==> src/rtl/expiring_slot_allocator_defines.svh <==
// Assertion macros shared by the expiring slot allocator RTL.
`ifndef EXPIRING_SLOT_ALLOCATOR_DEFINES_SVH
`define EXPIRING_SLOT_ALLOCATOR_DEFINES_SVH

// Same-cycle implication, checked outside reset.
`define ESA_ASSERT_NOW(label, ante, cons, msg) \
    label: assert property (@(posedge clk) disable iff (!rst_n) (ante) |-> (cons)) \
        else $error(msg);

// Next-cycle implication, checked outside reset.
`define ESA_ASSERT_NEXT(label, ante, cons, msg) \
    label: assert property (@(posedge clk) disable iff (!rst_n) (ante) |=> (cons)) \
        else $error(msg);

`endif

==> src/rtl/esa_pkg.sv <==
// Package with types, constants and helpers of the expiring slot allocator.
`timescale 1ns / 1ps

package esa_pkg;

    localparam int SLOTS_DEFAULT      = 4;
    localparam int CURSOR_RESET_LIMIT = 4;
    localparam int TIME_W             = 31;
    localparam int DELTA_W            = 16;
    localparam int BYTE_W             = 8;
    localparam int MODE_W             = 2;
    localparam int SLOT_OUT_W         = 2;

    localparam logic [DELTA_W-1:0] DEFAULT_DURATION_RESET = 16'd70;

    localparam logic [MODE_W-1:0] MODE_DISCARD  = 2'd0;
    localparam logic [MODE_W-1:0] MODE_SMALLEST = 2'd1;

    typedef enum logic [2:0] {
        S_IDLE,
        S_START,
        S_END,
        S_SCAN,
        S_DECIDE
    } state_t;

    typedef struct packed {
        logic [BYTE_W-1:0] val;
        logic [BYTE_W-1:0] kind;
        logic [TIME_W-1:0] t_start;
        logic [TIME_W-1:0] t_end;
    } slot_t;

    function automatic logic [TIME_W-1:0] sat_add(
        input logic [TIME_W-1:0]  a,
        input logic [DELTA_W-1:0] b
    );
        logic [TIME_W:0] s;
        begin
            s = {1'b0, a} + {{(TIME_W + 1 - DELTA_W){1'b0}}, b};
            sat_add = s[TIME_W] ? {TIME_W{1'b1}} : s[TIME_W-1:0];
        end
    endfunction

endpackage

==> src/rtl/expiring_slot_allocator.sv <==
// An accepted request computes its start tick, then its end tick, then scans the slots
// and decides; no new request is taken until the result is registered. The slot store's
// single read port is scanned one slot per cycle over the effective limit.
// Reset: all slots read as empty through per-slot valid bits, default duration is 70,
// the output register is empty and the block is ready for a request at once.
`timescale 1ns / 1ps
`include "expiring_slot_allocator_defines.svh"

module expiring_slot_allocator #(
    parameter int SLOTS = esa_pkg::SLOTS_DEFAULT
) (
    input  logic                          clk,
    input  logic                          rst_n,
    input  logic                          cfg_valid,
    output logic                          cfg_ready,
    input  logic [esa_pkg::DELTA_W-1:0]   cfg_data,
    input  logic                          in_valid,
    output logic                          in_stall,
    input  logic [esa_pkg::TIME_W-1:0]    now_cycle,
    input  logic [esa_pkg::BYTE_W-1:0]    entry_type,
    input  logic [esa_pkg::BYTE_W-1:0]    entry_value,
    input  logic [esa_pkg::DELTA_W-1:0]   start_delay,
    input  logic [esa_pkg::BYTE_W-1:0]    limit_request,
    input  logic [esa_pkg::DELTA_W-1:0]   lifetime,
    input  logic [esa_pkg::MODE_W-1:0]    mode,
    output logic                          out_valid,
    input  logic                          out_stall,
    output logic                          accepted,
    output logic [esa_pkg::SLOT_OUT_W-1:0] slot_written,
    output logic [esa_pkg::TIME_W-1:0]    end_time
);

    localparam int IW = (SLOTS > 1) ? $clog2(SLOTS) : 1;
    localparam int LW = $clog2(SLOTS + 1);

    esa_pkg::state_t state_reg, state_next;

    esa_pkg::slot_t mem [SLOTS];
    logic [SLOTS-1:0] vld_reg;

    logic [esa_pkg::DELTA_W-1:0] dflt_reg;

    logic [esa_pkg::TIME_W-1:0]  now_reg;
    logic [esa_pkg::BYTE_W-1:0]  typ_reg;
    logic [esa_pkg::BYTE_W-1:0]  val_reg;
    logic [esa_pkg::DELTA_W-1:0] delay_reg;
    logic [esa_pkg::DELTA_W-1:0] life_reg;
    logic [esa_pkg::MODE_W-1:0]  mode_reg;
    logic [LW-1:0]               limit_reg;
    logic [esa_pkg::TIME_W-1:0]  start_reg;
    logic [esa_pkg::TIME_W-1:0]  end_reg;

    logic [LW-1:0]  rd_cnt_reg;
    logic           chk_vld_reg;
    logic [IW-1:0]  chk_idx_reg;
    esa_pkg::slot_t rd_word_reg;
    logic           rd_ok_reg;

    logic                        any_free_reg;
    logic [IW-1:0]               first_free_reg;
    logic                        any_live_reg;
    logic [IW-1:0]               last_live_reg;
    logic [esa_pkg::BYTE_W-1:0]  min_val_reg;
    logic [IW-1:0]               min_val_idx_reg;
    logic [esa_pkg::TIME_W-1:0]  min_end_reg;
    logic [IW-1:0]               min_end_idx_reg;

    logic                            out_valid_reg;
    logic                            accepted_reg;
    logic [esa_pkg::SLOT_OUT_W-1:0]  slot_reg;
    logic [esa_pkg::TIME_W-1:0]      end_out_reg;

    logic                        in_fire;
    logic                        rd_issue;
    logic                        scan_last;
    logic                        decide_fire;
    logic [LW-1:0]               limit_eff;
    logic [IW-1:0]               rd_idx;
    logic [esa_pkg::TIME_W-1:0]  e_end;
    logic [esa_pkg::BYTE_W-1:0]  e_val;
    logic                        e_live;
    logic                        e_first;
    logic [esa_pkg::BYTE_W-1:0]  next_after;
    logic                        use_after;
    logic                        do_write;
    logic [IW-1:0]               chosen;
    esa_pkg::slot_t              wr_word;

    assign cfg_ready    = 1'b1;
    assign out_valid    = out_valid_reg;
    assign accepted     = accepted_reg;
    assign slot_written = slot_reg;
    assign end_time     = end_out_reg;

    always_comb
    begin
        if (limit_request == '0 || limit_request > esa_pkg::BYTE_W'(SLOTS))
        begin
            limit_eff = LW'(SLOTS);
        end
        else
        begin
            limit_eff = limit_request[LW-1:0];
        end
    end

    // Next-state logic.
    always_comb
    begin
        state_next = state_reg;
        case (state_reg)
            esa_pkg::S_IDLE:   if (in_valid) state_next = esa_pkg::S_START;
            esa_pkg::S_START:  state_next = esa_pkg::S_END;
            esa_pkg::S_END:    state_next = esa_pkg::S_SCAN;
            esa_pkg::S_SCAN:   if (scan_last) state_next = esa_pkg::S_DECIDE;
            esa_pkg::S_DECIDE: if (decide_fire) state_next = esa_pkg::S_IDLE;
            default:           state_next = esa_pkg::S_IDLE;
        endcase
    end

    // Control outputs of the sequencer.
    always_comb
    begin
        in_stall    = 1'b1;
        rd_issue    = 1'b0;
        decide_fire = 1'b0;
        case (state_reg)
            esa_pkg::S_IDLE:   in_stall = 1'b0;
            esa_pkg::S_SCAN:   rd_issue = (rd_cnt_reg < limit_reg);
            esa_pkg::S_DECIDE: decide_fire = !out_valid_reg || !out_stall;
            default:           in_stall = 1'b1;
        endcase
    end

    assign in_fire   = in_valid && !in_stall;
    assign rd_idx    = rd_cnt_reg[IW-1:0];
    assign scan_last = chk_vld_reg && (LW'(chk_idx_reg) == limit_reg - LW'(1));

    assign e_end   = rd_ok_reg ? rd_word_reg.t_end : '0;
    assign e_val   = rd_ok_reg ? rd_word_reg.val : '0;
    assign e_live  = e_end > now_reg;
    assign e_first = (chk_idx_reg == '0);

    // Pick after the last live slot if it is in a limit <= 4, else the first free slot.
    always_comb
    begin
        next_after = esa_pkg::BYTE_W'(last_live_reg) + esa_pkg::BYTE_W'(1);
        use_after  = any_live_reg && (next_after < esa_pkg::BYTE_W'(limit_reg))
                  && (esa_pkg::BYTE_W'(limit_reg) <= esa_pkg::BYTE_W'(esa_pkg::CURSOR_RESET_LIMIT));
        do_write   = 1'b1;
        chosen     = first_free_reg;
        if (any_free_reg)
        begin
            if (use_after)
            begin
                chosen = next_after[IW-1:0];
            end
        end
        else
        begin
            case (mode_reg)
                esa_pkg::MODE_DISCARD:
                begin
                    do_write = 1'b0;
                end
                esa_pkg::MODE_SMALLEST:
                begin
                    chosen   = min_val_idx_reg;
                    do_write = (min_val_reg < val_reg);
                end
                default:
                begin
                    chosen = min_end_idx_reg;
                end
            endcase
        end
    end

    always_comb
    begin
        wr_word.val     = val_reg;
        wr_word.kind    = typ_reg;
        wr_word.t_start = start_reg;
        wr_word.t_end   = end_reg;
    end

    always_ff @(posedge clk)
    begin
        if (decide_fire && do_write)
        begin
            mem[chosen] <= wr_word;
        end
        if (rd_issue)
        begin
            rd_word_reg <= mem[rd_idx];
        end
    end

    always_ff @(posedge clk or negedge rst_n)
    begin
        if (!rst_n)
        begin
            state_reg     <= esa_pkg::S_IDLE;
            vld_reg       <= '0;
            dflt_reg      <= esa_pkg::DEFAULT_DURATION_RESET;
            rd_cnt_reg    <= '0;
            chk_vld_reg   <= 1'b0;
            rd_ok_reg     <= 1'b0;
            out_valid_reg <= 1'b0;
        end
        else
        begin
            state_reg <= state_next;
            if (cfg_valid && cfg_ready)
            begin
                dflt_reg <= cfg_data;
            end
            if (in_fire)
            begin
                rd_cnt_reg <= '0;
            end
            else if (rd_issue)
            begin
                rd_cnt_reg <= rd_cnt_reg + LW'(1);
            end
            chk_vld_reg <= rd_issue;
            if (rd_issue)
            begin
                rd_ok_reg <= vld_reg[rd_idx];
            end
            if (decide_fire && do_write)
            begin
                vld_reg[chosen] <= 1'b1;
            end
            if (decide_fire)
            begin
                out_valid_reg <= 1'b1;
            end
            else if (!out_stall)
            begin
                out_valid_reg <= 1'b0;
            end
        end
    end

    always_ff @(posedge clk)
    begin
        if (in_fire)
        begin
            now_reg   <= now_cycle;
            typ_reg   <= entry_type;
            val_reg   <= entry_value;
            delay_reg <= start_delay;
            life_reg  <= (lifetime == '0) ? dflt_reg : lifetime;
            mode_reg  <= mode;
            limit_reg <= limit_eff;
        end
        if (state_reg == esa_pkg::S_START)
        begin
            start_reg <= esa_pkg::sat_add(now_reg, delay_reg);
        end
        if (state_reg == esa_pkg::S_END)
        begin
            end_reg <= esa_pkg::sat_add(start_reg, life_reg);
        end
        if (rd_issue)
        begin
            chk_idx_reg <= rd_idx;
        end
        if (chk_vld_reg)
        begin
            if (e_first)
            begin
                any_free_reg    <= !e_live;
                first_free_reg  <= '0;
                any_live_reg    <= e_live;
                last_live_reg   <= '0;
                min_val_reg     <= e_val;
                min_val_idx_reg <= '0;
                min_end_reg     <= e_end;
                min_end_idx_reg <= '0;
            end
            else
            begin
                if (!e_live && !any_free_reg)
                begin
                    any_free_reg   <= 1'b1;
                    first_free_reg <= chk_idx_reg;
                end
                if (e_live)
                begin
                    any_live_reg  <= 1'b1;
                    last_live_reg <= chk_idx_reg;
                end
                if (e_val < min_val_reg)
                begin
                    min_val_reg     <= e_val;
                    min_val_idx_reg <= chk_idx_reg;
                end
                if (e_end < min_end_reg)
                begin
                    min_end_reg     <= e_end;
                    min_end_idx_reg <= chk_idx_reg;
                end
            end
        end
        if (decide_fire)
        begin
            accepted_reg <= do_write;
            slot_reg     <= do_write ? esa_pkg::SLOT_OUT_W'(chosen) : '0;
            end_out_reg  <= do_write ? end_reg : '0;
        end
    end

    `ESA_ASSERT_NEXT(a_write_gives_accept, decide_fire && do_write, out_valid && accepted, "store write without an accepted result")
    `ESA_ASSERT_NOW(a_drop_zero_fields, out_valid && !accepted, slot_written == '0 && end_time == '0, "dropped request carries nonzero fields")
    `ESA_ASSERT_NOW(a_scan_in_limit, chk_vld_reg, LW'(chk_idx_reg) < limit_reg, "scanned slot beyond the limit")
    `ESA_ASSERT_NEXT(a_request_starts, in_fire, state_reg == esa_pkg::S_START && rd_cnt_reg == '0, "accepted request did not start a scan")

endmodule

==> config.mk <==
export PLATFORM = sky130hd
export DESIGN_NAME = expiring_slot_allocator
export DESIGN_NICKNAME = d
export VERILOG_FILES = /design/src/rtl/esa_pkg.sv /design/src/rtl/expiring_slot_allocator.sv
export VERILOG_INCLUDE_DIRS = /design/src /design/src/rtl
export SDC_FILE = /design/constraint.sdc
export NUM_CORES = 1
export LEC_CHECK = 0
export ABC_AREA = 1
export BUFFER_PORTS_ARGS = -buffer_cell sky130_fd_sc_hd__buf_2
export CAP_MARGIN = 20
export CORE_MARGIN = 3
export CORE_UTILIZATION = 40
export CTS_CLUSTER_DIAMETER = 40
export DETAILED_ROUTE_END_ITERATION = 7
export MAX_ROUTING_LAYER = met4
export PLACE_DENSITY = 0.63
export SLEW_MARGIN = 20
export SYNTH_ARGS = -nofsm -noshare
export SYNTH_HDL_FRONTEND = slang
export SYNTH_SLANG_ARGS = --single-unit
==> constraint.sdc <==
create_clock -name clk -period 5.5 [get_ports clk]
set_clock_uncertainty 0.1 [all_clocks]
set_input_delay 1.1 -clock clk [delete_from_list [all_inputs] [get_ports clk]]
set_output_delay 1.1 -clock clk [all_outputs]
set_load 0.01 [all_outputs]
==> results.tsv <==
metric	value	unit
r2r worst-path depth	11	
syn_area_per_cell	11.1	sq um
Max VDD drop	0.285	mV
most frequent cells in the layout	edfxtp_1 (418), nand2_1 (283), inv_1 (262), nor2_1 (186), buf_2 (137)	
layout cells sized above 1	0.160	
number of global-route vias before repair	14178	
Post-Syn Area	20800	sq um
clock buffer count from CTS	66	
Bufs on Longest Clock Path	3	
WP data arrival	3.51	ns
EDFF count, synth	418	
RSZ-0062 raised after global routing	no	
Crit. End Element	register	
Hold Buf Count CTS	0	
Die X	234	um
CP Cell Sequence	ha_1, ha_1, a21o_1, nand2_1, nand2_1, o21ai_1, nand2_1, inv_1, nand2_1, nor2_4, buf_4	
RR Endpoint	mem[1][11]$_DFFE_PP_	
worst hold slack	0.358	ns
Min-Delay Path Class	reg2reg	
CTS tree	yes	
status	finished clean	
Placed Cells	2664	
ys flop type	edfxtp_1	
fin nets	2271	
Unique masters post-synth	53	
Yosys warnings	0	
Reg area	13300	sq um
Worst R2R Setup Slack	2.15	ns
Setup violations, final	0	
Clk pin slew, worst setup/hold paths	0.05	ns
Final Routed Wirelength	49600	um
WHS Endpoint	vld_reg[0]$_DFFE_PN0N_	
hold depth	1	
DR iter-0 viols	982	
Non-Filler Instances	2785	
Cell Pwr Density	526	nW/um^2
most common cell after layout, fill and taps aside	edfxtp_1	
period utilization	0.609	
Crit path buffers/inverters	2	
fillers	4614	
GRT Total Usage	0.190	
grt total ovfl	0	
DRT Pass-1 Iters	7	
Antenna Cells	0	
Pins Over Slew Limit	0	
routability cong.	0.893	
endpoints failing hold	0	
flops & latches, synth	447	
H-tree Lvls	3	
Leakage	10.3	nW
DRC viols	0	
Post-Route Setup TNS	0	ns
Final ANT Viol Nets	0	
max-cap violation count	0	
CTS-repair resized insts	0	
max FFs per register	156	
FFs w/ async S/R, synth	0.0649	
Initial Utilization	0.405	
Worst Setup SP	last_live_reg[0]$_SDFFCE_PN0P_	
Die Area	54900	sq um
Setup Fix Bufs, Post-CTS	0	
crit-path max FO	22	
IO Count	147	
Max-slew headroom	0.313	
worst-margin pin slew	1.03	ns
min Tclk post-route	3.35	ns
area of the multi-input gates	6360	sq um
Fmax	0.298	GHz
Worst path slowest cell	nor2_4	
initial antenna violation count	0	
Hold Startpoint	vld_reg[0]$_DFFE_PN0N_	
post-DP HPWL	35200	um
vias post-DR	14099	
global-route wire length before repair	77200	um
crit-path leading delay family	simple AND/OR/NAND/NOR gates	
post-synthesis sequential area ratio	0.637	
Most common cell on crit path	nand2_1	
post-route cell area	24600	sq um
Worst Path Class, Setup	reg2reg	
WP data required	5.65	ns
wire per inst	17.8	um
Root Driver	clkbuf_16	
Mapped Cells	1875	
P&R area growth vs syn	18.1	%
Worst R2R Start	last_live_reg[0]$_SDFFCE_PN0P_	
Via density	5.06	
chip height	234	um
largest net degree at the start of global routing	82	
CP Launch Type	register	
Num Clock Sinks	447	
Rows	83	
port buffer count	137	
placed instance area	22400	sq um
Synth Net Count	2093	
clock latency at the later pin of the worst-skew pair	0.59	ns
Core Region	51400	sq um
crit-path max cell delay	0.61	ns
[worst max path at each step]
stage,to,slack (ns),depth (start not counted)
after global routing,min_end_reg[12]$_DFFE_PP_,1.93,12
after floorplan,delay_reg[0]$_DFFE_PP_,0.54,2
after CTS,min_end_reg[12]$_DFFE_PP_,1.83,13
after detailed placement,min_end_reg[12]$_DFFE_PP_,1.84,13
after global placement,min_end_reg[12]$_DFFE_PP_,1.88,13
final,mem[1][11]$_DFFE_PP_,2.15,11
[layout make-up]
class,instances,area share
sequential,447,0.540
multi-input combinational,1106,0.258
clock buffer,77,0.0709
inverter,277,0.0422
clock inverter,43,0.0197
timing repair buffer,155,0.0347
tap,680,0.0346
[routing by layer]
| layer | part of all wire | GRT usage | up-vias |
|---|---|---|---|
| li1 | - | - | 6865 |
| met1 | 0.42 | 0.239 | 6705 |
| met2 | 0.49 | 0.310 | 425 |
| met3 | 0.056 | 0.0324 | 104 |
| met4 | 0.036 | 0.0721 | 0 |
| met5 | 0 | - | - |
[synthesized netlist by cell type, drive strengths merged (2+ instances only)]
master  instances  area [sq um]
a31oi           2          12.5
nor2          194           736
xor2           17           149
or2            14          87.6
nand2         289          1100
fa              2          40.0
o22ai          40           250
a21oi          86           464
nor4           10          77.6
nor3           29           196
clkbuf         33           124
edfxtp        418         12600
inv           276          1040
o211ai          5          51.3
o21bai         24           180
ha            106          1330
nand4          23           159
a21o            6          45.0
dfrtp          26           651
nor3b           2          15.0
o21a            4          30.0
xnor2           2          17.5
and3            3          18.8
o21ai         149           768
dfstp           3          78.8
and2            4          25.0
nand3          88           495
buf            12          95.1
[cells by family after synthesis]
family                     count (synthesis)  synth area share
and+or+nand+nor                          657             0.140
xor gates and xnor gates                  19           0.00798
DFF                                      447             0.637
buffers and inverters                    322            0.0604
AOI/OAI and AO/OA                        321            0.0886
adders and majority gates                108            0.0656
other                                      1          0.000180
[report_power, final]
group | switching, mW | internal (mW)
combinational | 2.27 | 1.09
clock | 1.59 | 2.60
sequential | 0.537 | 4.86
total | 4.40 | 8.55
[stage by stage]
| step | utilization | power, mW | setup slack (ns) |
|---|---|---|---|
| after floorplan | - | 7.60 | 0.537 |
| after global placement | 0.435 | 8.72 | 1.88 |
| after detailed placement | 0.435 | 8.83 | 1.84 |
| after CTS | 0.478 | 13.1 | 1.83 |
| after global routing | 0.479 | 13.7 | 1.93 |
| final | 0.479 | 13.0 | 2.15 |
Power figures use the tool's default switching activity.
